### src/hdl/dfm_pkg.sv
// Shared types and constants for the double-precision fmod block.
package dfm_pkg;

	localparam int MAG_W = 54;
	localparam int EXP_W = 13;

	localparam logic [62:0] EXP_MASK  = {11'h7ff, 52'd0};
	localparam logic [63:0] QNAN_BITS = 64'h7ff8_0000_0000_0000;

	typedef enum logic [1:0] {
		CLS_WORK,
		CLS_NAN,
		CLS_PASS,
		CLS_ZERO
	} cls_kind_t;

	typedef struct packed {
		cls_kind_t               kind;
		logic                    sign;
		logic signed [EXP_W-1:0] ex;
		logic signed [EXP_W-1:0] ey;
		logic [MAG_W-1:0]        mx;
		logic [MAG_W-1:0]        my;
	} cls_t;

	typedef enum logic [1:0] {
		OP_SHL,
		OP_SHR,
		OP_RED,
		OP_REDSHL
	} unit_op_t;

	typedef struct packed {
		logic ge;
		logic eq;
	} unit_flags_t;

	typedef enum logic [2:0] {
		S_IDLE,
		S_UNPX,
		S_UNPY,
		S_DIV,
		S_NORM,
		S_DENORM,
		S_DONE
	} seq_state_t;

endpackage

### src/hdl/dfm_classify.sv
// Operand decode: special-case detection and raw significand/exponent split.
module dfm_classify import dfm_pkg::*; (
	input  logic [63:0] dividend_bits,
	input  logic [63:0] divisor_bits,
	output cls_t        cls
);

	logic [62:0] ax;
	logic [62:0] ay;
	logic [10:0] bx;
	logic [10:0] by;

	assign ax = dividend_bits[62:0];
	assign ay = divisor_bits[62:0];
	assign bx = dividend_bits[62:52];
	assign by = divisor_bits[62:52];

	always_comb begin
		cls.sign = dividend_bits[63];
		if (ay == 63'd0 || ay > EXP_MASK || ax >= EXP_MASK) begin
			cls.kind = CLS_NAN;
		end else if (ax < ay) begin
			cls.kind = CLS_PASS;
		end else if (ax == ay) begin
			cls.kind = CLS_ZERO;
		end else begin
			cls.kind = CLS_WORK;
		end
		cls.ex = (bx == 11'd0) ? EXP_W'(1) : EXP_W'({2'b00, bx});
		cls.ey = (by == 11'd0) ? EXP_W'(1) : EXP_W'({2'b00, by});
		cls.mx = {1'b0, (bx != 11'd0), dividend_bits[51:0]};
		cls.my = {1'b0, (by != 11'd0), divisor_bits[51:0]};
	end

endmodule

### src/hdl/dfm_unit.sv
// Shared shift / compare-subtract unit used by the sequencer's unpack, divide, normalize and denormalize steps.
module dfm_unit import dfm_pkg::*; (
	input  unit_op_t         op,
	input  logic [MAG_W-1:0] a,
	input  logic [MAG_W-1:0] b,
	output logic [MAG_W-1:0] y,
	output unit_flags_t      flags
);

	logic [MAG_W-1:0] diff;
	logic [MAG_W-1:0] red;

	assign diff     = a - b;
	assign flags.ge = (a >= b);
	assign flags.eq = (a == b);
	assign red      = flags.ge ? diff : a;

	always_comb begin
		case (op)
			OP_SHL:    y = {a[MAG_W-2:0], 1'b0};
			OP_SHR:    y = {1'b0, a[MAG_W-1:1]};
			OP_RED:    y = red;
			OP_REDSHL: y = {red[MAG_W-2:0], 1'b0};
			default:   y = a;
		endcase
	end

endmodule

### src/hdl/dfm_seq.sv
// Sequencer: special-case results, or unpack, shift-subtract loop, renormalize and pack the remainder.
module dfm_seq import dfm_pkg::*; (
	input  logic        clk,
	input  logic        arst_n,
	input  logic        start,
	input  cls_t        cls,
	input  logic [63:0] dividend_bits,
	output logic        idle,
	output logic        res_valid,
	input  logic        res_take,
	output logic [63:0] res_bits
);

	seq_state_t state_q, state_d;

	logic                    sx_q;
	logic signed [EXP_W-1:0] ex_q, ex_d;
	logic signed [EXP_W-1:0] ey_q, ey_d;
	logic [MAG_W-1:0]        mx_q, mx_d;
	logic [MAG_W-1:0]        my_q, my_d;
	logic [63:0]             res_q, res_d;

	unit_op_t         u_op;
	logic [MAG_W-1:0] u_a;
	logic [MAG_W-1:0] u_y;
	unit_flags_t      u_flags;
	logic [63:0]      packed_res;

	dfm_unit u_unit (
		.op    (u_op),
		.a     (u_a),
		.b     (my_q),
		.y     (u_y),
		.flags (u_flags)
	);

	assign packed_res = {sx_q, (mx_q[52] ? ex_q[10:0] : 11'd0), mx_q[51:0]};

	always_comb begin
		state_d = state_q;
		ex_d    = ex_q;
		ey_d    = ey_q;
		mx_d    = mx_q;
		my_d    = my_q;
		res_d   = res_q;
		u_op    = OP_SHL;
		u_a     = mx_q;
		case (state_q)
			S_IDLE: begin
				if (start) begin
					ex_d = cls.ex;
					ey_d = cls.ey;
					mx_d = cls.mx;
					my_d = cls.my;
					case (cls.kind)
						CLS_NAN: begin
							res_d   = QNAN_BITS;
							state_d = S_DONE;
						end
						CLS_PASS: begin
							res_d   = dividend_bits;
							state_d = S_DONE;
						end
						CLS_ZERO: begin
							res_d   = {cls.sign, 63'd0};
							state_d = S_DONE;
						end
						default: state_d = S_UNPX;
					endcase
				end
			end
			S_UNPX: begin
				if (mx_q[52]) begin
					state_d = S_UNPY;
				end else begin
					mx_d = u_y;
					ex_d = ex_q - EXP_W'(1);
				end
			end
			S_UNPY: begin
				u_a = my_q;
				if (my_q[52]) begin
					state_d = S_DIV;
				end else begin
					my_d = u_y;
					ey_d = ey_q - EXP_W'(1);
				end
			end
			S_DIV: begin
				u_op = (ex_q > ey_q) ? OP_REDSHL : OP_RED;
				if (u_flags.ge && u_flags.eq) begin
					res_d   = {sx_q, 63'd0};
					state_d = S_DONE;
				end else begin
					mx_d = u_y;
					if (ex_q > ey_q) begin
						ex_d = ex_q - EXP_W'(1);
					end else begin
						state_d = S_NORM;
					end
				end
			end
			S_NORM: begin
				if (!mx_q[52]) begin
					mx_d = u_y;
					ex_d = ex_q - EXP_W'(1);
				end else if (ex_q < EXP_W'(1)) begin
					state_d = S_DENORM;
				end else begin
					res_d   = packed_res;
					state_d = S_DONE;
				end
			end
			S_DENORM: begin
				u_op = OP_SHR;
				if (ex_q < EXP_W'(1)) begin
					mx_d = u_y;
					ex_d = ex_q + EXP_W'(1);
				end else begin
					res_d   = packed_res;
					state_d = S_DONE;
				end
			end
			S_DONE: begin
				if (res_take) begin
					state_d = S_IDLE;
				end
			end
			default: state_d = S_IDLE;
		endcase
	end

	always_ff @(posedge clk or negedge arst_n) begin
		if (!arst_n) begin
			state_q <= S_IDLE;
		end else begin
			state_q <= state_d;
		end
	end

	always_ff @(posedge clk) begin
		if (state_q == S_IDLE && start) begin
			sx_q <= cls.sign;
		end
		ex_q  <= ex_d;
		ey_q  <= ey_d;
		mx_q  <= mx_d;
		my_q  <= my_d;
		res_q <= res_d;
	end

	assign idle      = (state_q == S_IDLE);
	assign res_valid = (state_q == S_DONE);
	assign res_bits  = res_q;

endmodule

### src/hdl/double_fmod_remainder_unit.sv
// Top level of the double-precision fmod unit with its output register.
//
// Usage:
//   Input channel: in_valid/in_ready with dividend_bits and divisor_bits, the
//   raw binary64 encodings of x and y. Output channel: out_valid/out_ready
//   with remainder_bits, the binary64 encoding of fmod(x, y).
//   One beat is worked on at a time; in_ready is high only while the
//   sequencer is idle, so the next input beat is taken at the earliest on
//   the edge at which the previous output beat can leave.
//   From input beat to output beat: special cases (NaN, |x| <= |y|) are
//   decided on acceptance. Otherwise the sequencer shifts out the leading
//   zeros of subnormal operands (lzx, lzy), works off the exponent gap
//   ex - ey (one shift-subtract per cycle in the shared unit, at most about
//   2100), renormalizes the remainder by left shifts (lzr) and, for a
//   subnormal result, shifts it right (dn) before it is packed.
//   Reset clears the sequencer to idle and drops any held output beat.
//   When the receiver stalls, the finished result waits in the output
//   register; the sequencer can finish one more item and hold it, and
//   in_ready stays low until that result has moved to the output register.
module double_fmod_remainder_unit import dfm_pkg::*; (
	input  logic        clk,
	input  logic        arst_n,
	input  logic        in_valid,
	output logic        in_ready,
	input  logic [63:0] dividend_bits,
	input  logic [63:0] divisor_bits,
	output logic        out_valid,
	input  logic        out_ready,
	output logic [63:0] remainder_bits
);

	cls_t        cls;
	logic        idle;
	logic        res_valid;
	logic        res_take;
	logic [63:0] res_bits;
	logic        out_valid_q;
	logic [63:0] out_bits_q;

	dfm_classify u_classify (
		.dividend_bits (dividend_bits),
		.divisor_bits  (divisor_bits),
		.cls           (cls)
	);

	dfm_seq u_seq (
		.clk           (clk),
		.arst_n        (arst_n),
		.start         (in_valid && in_ready),
		.cls           (cls),
		.dividend_bits (dividend_bits),
		.idle          (idle),
		.res_valid     (res_valid),
		.res_take      (res_take),
		.res_bits      (res_bits)
	);

	assign in_ready = idle;
	assign res_take = res_valid && (!out_valid_q || out_ready);

	always_ff @(posedge clk or negedge arst_n) begin
		if (!arst_n) begin
			out_valid_q <= 1'b0;
		end else if (res_take) begin
			out_valid_q <= 1'b1;
		end else if (out_ready) begin
			out_valid_q <= 1'b0;
		end
	end

	always_ff @(posedge clk) begin
		if (res_take) begin
			out_bits_q <= res_bits;
		end
	end

	assign out_valid      = out_valid_q;
	assign remainder_bits = out_bits_q;

	a_ready_no_result: assert property (@(posedge clk) disable iff (!arst_n)
		in_ready |-> !res_valid)
		else $error("sequencer idle while a result is pending");

	a_busy_after_accept: assert property (@(posedge clk) disable iff (!arst_n)
		(in_valid && in_ready) |=> !in_ready)
		else $error("input accepted again while an item is in work");

	a_take_loads_out: assert property (@(posedge clk) disable iff (!arst_n)
		res_take |=> (out_valid && remainder_bits == $past(res_bits)))
		else $error("finished result not loaded into the output register");

	a_take_frees_seq: assert property (@(posedge clk) disable iff (!arst_n)
		res_take |=> in_ready)
		else $error("sequencer not idle after handing on its result");

endmodule
### config.mk
export PLATFORM = sky130hd
export DESIGN_NAME = double_fmod_remainder_unit
export DESIGN_NICKNAME = d
export VERILOG_FILES = /design/src/hdl/dfm_pkg.sv /design/src/hdl/dfm_classify.sv /design/src/hdl/dfm_unit.sv /design/src/hdl/dfm_seq.sv /design/src/hdl/double_fmod_remainder_unit.sv
export SDC_FILE = /design/constraint.sdc
export NUM_CORES = 1
export LEC_CHECK = 0
export BUFFER_PORTS_ARGS = -buffer_cell sky130_fd_sc_hd__clkbuf_2
export CAP_MARGIN = 20
export CORE_AREA = 2 2 229 231
export CTS_BUF_LIST = sky130_fd_sc_hd__clkbuf_4
export DETAILED_ROUTE_END_ITERATION = 6
export DIE_AREA = 0 0 231 233
export MAX_ROUTING_LAYER = met4
export SYNTH_ARGS = -nofsm -noshare
export SYNTH_HDL_FRONTEND = slang
export SYNTH_HIERARCHICAL = 1
export SYNTH_SLANG_ARGS = --single-unit
### constraint.sdc
create_clock -name clk -period 15.7 [get_ports clk]
set_input_delay 1.57 -clock clk [delete_from_list [all_inputs] [get_ports clk]]
set_output_delay 1.57 -clock clk [all_outputs]
set_load 0.02 [all_outputs]
==> run metrics <==
status=finished, final reports clean; drt total wl=just under 70 mm; GRT Util Overall=between 20% and 30%; Seq/Total Area, Yosys=between 30% and 40%; Pre-antenna DRT Iters=5; largest net degree at the start of global routing=77; setup violators final=0; met3 Usage GRT=3.30%; post-synthesis mux area share=1.58%; worst vdd ir=0.130 mV; unrepaired setup endpoints after global routing=false; vias in the first global route=~18000; Critical Path AT=7700 ps; Mean Syn Cell Area=8.84 µm²; per-cell routed wire length=21.5 µm; Clock Path Buffers=3; Reg clk slew, reported paths=about 60 ps; slew margin rel.=between 20% and 30%; GPL Wtd Cong=0.927; drt via density=5.72; Max-Cap Viols=0; initial antenna violation count=1; first-pass GRT wire length=103 mm; TritonCTS clock tree=built; Initial Util=40.9%; CP Class=reg -> reg; Synth Area in Compound Gates=between 20% and 30%; DRC Markers=0; row cnt=between 80 and 90; Cell Area, Synth=20900 µm²; die width=231 µm; Most Crowded Layer GR=met2; Pwr Density=roughly 260 nW/µm²; cell count after synthesis=between 2000 and 2500; fin crit period=around 7000 ps; largest cells by area after synthesis=edfxtp_1 (38%), nand2_1 (8.2%), ha_1 (8.1%), a22o_1 (4.4%), buf_4 (4.2%); CORE AREA=around 51000 µm²; Critical Path RT=about 16000 ps; share of the synthesized area in the top cell type=between 30% and 40%; Hold Violations, Final=0; count leader, synth=nand2_1; met1 Use GR=a little under a third; cts hold-fix bufs=0; fin crit share=a little under half; ratio of cells with drive above 1 in the final layout=between 15 and 20%; area leader, netlist=edfxtp_1; Leakage=approximately 9.6 nW; total number of vias=18000; r2r worst-path depth=20; Simple-Gate Fraction of Synth Area=18.8%; clk_lat worst skew=820 ps; post-CTS resize count=0; largest family of logic cells by synthesized area=compound AO/OA/AOI/OAI gates; Slew Viols, Final=0; starting DRC count in detailed routing=approximately 1300; full die area=53800 µm²; xor-xnor portion of the synthesized cell area=just under 3%; crit path capture type=flop; ys async rst share=1.50%; root buffer cell=clkbuf_4; most frequent cells after synthesis=nand2_1 (455), edfxtp_1 (263), inv_1 (157); WHS Path Cells=0; post-DP HPWL=roughly 50 mm; Tightest Pin Transition=1170 ps; FMAX=approximately 140 MHz; setup bufs post-CTS=0; Startpoint Class=flop; port bufs=slightly below 200; Post-Route Setup TNS=0 ps; IO Count=roughly 200; Num CTS Buffers=76; Final WS setup=roughly 8600 ps; Main synth FF type=edfxtp_1; nets=roughly 2700; number of flops mapped to enable cells by yosys=roughly 260; met2 Usage GRT=between 40% and 50%; worst hold-check path type=reg -> reg; YS warnings=6; pre-CTS WS=slightly below 9000 ps; Die H=~230 µm; DRT antenna net count=0; Area Growth Syn to Fin=7.40%; Critical Path Fanout Max=76; clock sinks=267; GR Overflow Total=0; Synth Register Bits=between 200 and 300; Synth Area in Adders=8.24%; Synth cell types=91; H-tree depth=3; Post-Route Skew=between 50 and 60 ps
==> layer usage <==
layer | share of wire (%) | wire length (µm)
met1 | 43 | 29300
met2 | 50 | 33600
met3 | 4.6 | 3130
met4 | 2.0 | 1380
met5 | 0 | 0
==> flip-flops by register name, summed over array words and instances, names as in the netlist <==
| name | count |
|---|---|
| u_seq/res_bits | 64 |
| out_valid | 1 |
| u_seq/ex_q | 13 |
| u_seq/ey_q | 13 |
| u_seq/sx_q | 1 |
| u_seq/state_q | 3 |
| u_seq/mx_q | 54 |
| remainder_bits | 64 |
| u_seq/my_q | 54 |
==> path summary, 6_finish.rpt <==
check	start	to	slack (ps)
setup / recovery	u_seq/state_q[1]	u_seq/mx_q[27]	8550
hold / removal	u_seq/res_bits[46]	remainder_bits[46]	410
setup reg to reg	u_seq/state_q[1]	u_seq/mx_q[27]	8550
hold reg to reg	u_seq/res_bits[46]	remainder_bits[46]	410
max in group asynchronous	arst_n	out_valid	14980
min in group asynchronous	arst_n	u_seq/state_q[0]	570
==> layout by cell type, fill, tap and decap left out, types with 7 or more instances in the layout <==
master,n
nand2b_1,9
buf_4,26
mux2_2,12
inv_1,156
a21o_1,29
nand4_1,34
nor2b_1,20
nand3b_1,55
xor2_1,27
mux2i_1,7
o22ai_1,13
ha_1,136
nor3_1,28
clkbuf_2,196
a22o_1,106
o32ai_1,15
clkbuf_4,107
nand2_1,455
o31ai_1,16
a211oi_1,18
o221ai_1,10
o21a_1,8
edfxtp_1,263
nor2_1,112
and3_1,10
o21ai_0,94
clkinv_1,14
xnor2_1,43
nor4_1,27
a21oi_1,134
o211ai_1,16
a31oi_1,18
o21bai_1,17
inv_2,8
nand3_1,37
o21ai_1,17
==> layout make-up <==
class / count / area [µm²]
inverters: 162 / 611
multi-input cells: 1678 / 10900
well taps: 680 / 851
clock inverters: 20 / 81.3
diodes: 2 / 5.00
clock buffers: 107 / 803
fillers: 5167 / 28700
repair buffers: 222 / 1180
flip-flops and latches: 267 / 8000
==> metrics by stage <==
| stage | std cells | power (W) | hold slack [ps] | util [%] | instance area, µm² |
|---|---|---|---|---|---|
| global route | 3138 | 0.00617 | 416 | 43.9 | 22400 |
| CTS | 3135 | 0.00572 | 377 | 43.9 | 22400 |
| floorplan | 2368 | 0.00415 | 400 | - | 20900 |
| global placement | 3008 | 0.00504 | 402 | 42.2 | 21500 |
| finish | 3138 | 0.00573 | 407 | 43.9 | 22400 |
| detailed placement | 3008 | 0.00507 | 405 | 42.2 | 21500 |
==> critical path, stage by stage, from the launching register on <==
cell,delay [ps]
dfrtp_1,760
inv_2,250
nor3_2,220
buf_4,370
buf_4,750
nand2_1,130
nand2_1,170
ha_1,320
nand4_2,190
nor3_1,320
nand4_1,200
nor4_4,470
nor2_2,110
a31oi_4,280
nor2_4,40
buf_4,310
inv_4,350
buf_4,440
mux2_1,400
mux4_2,520
a22o_1,220
==> report_power, final <==
group          internal (W)  switching [W]
registers           0.00127       0.000167
logic               0.00127        0.00241
clock network      0.000311       0.000303
total               0.00285        0.00288
==> kinds of logic (layout without fill, tap and decap cells) <==
group	after synthesis	in the layout
muxes	25	25
adders and majority gates	137	137
AOI/OAI and AO/OA	602	602
and+or+nand+nor	838	838
DFF	267	267
xor gates and xnor gates	70	70
other	1	8
buffers and inverters	423	511
Power figures use the tool's default switching activity.
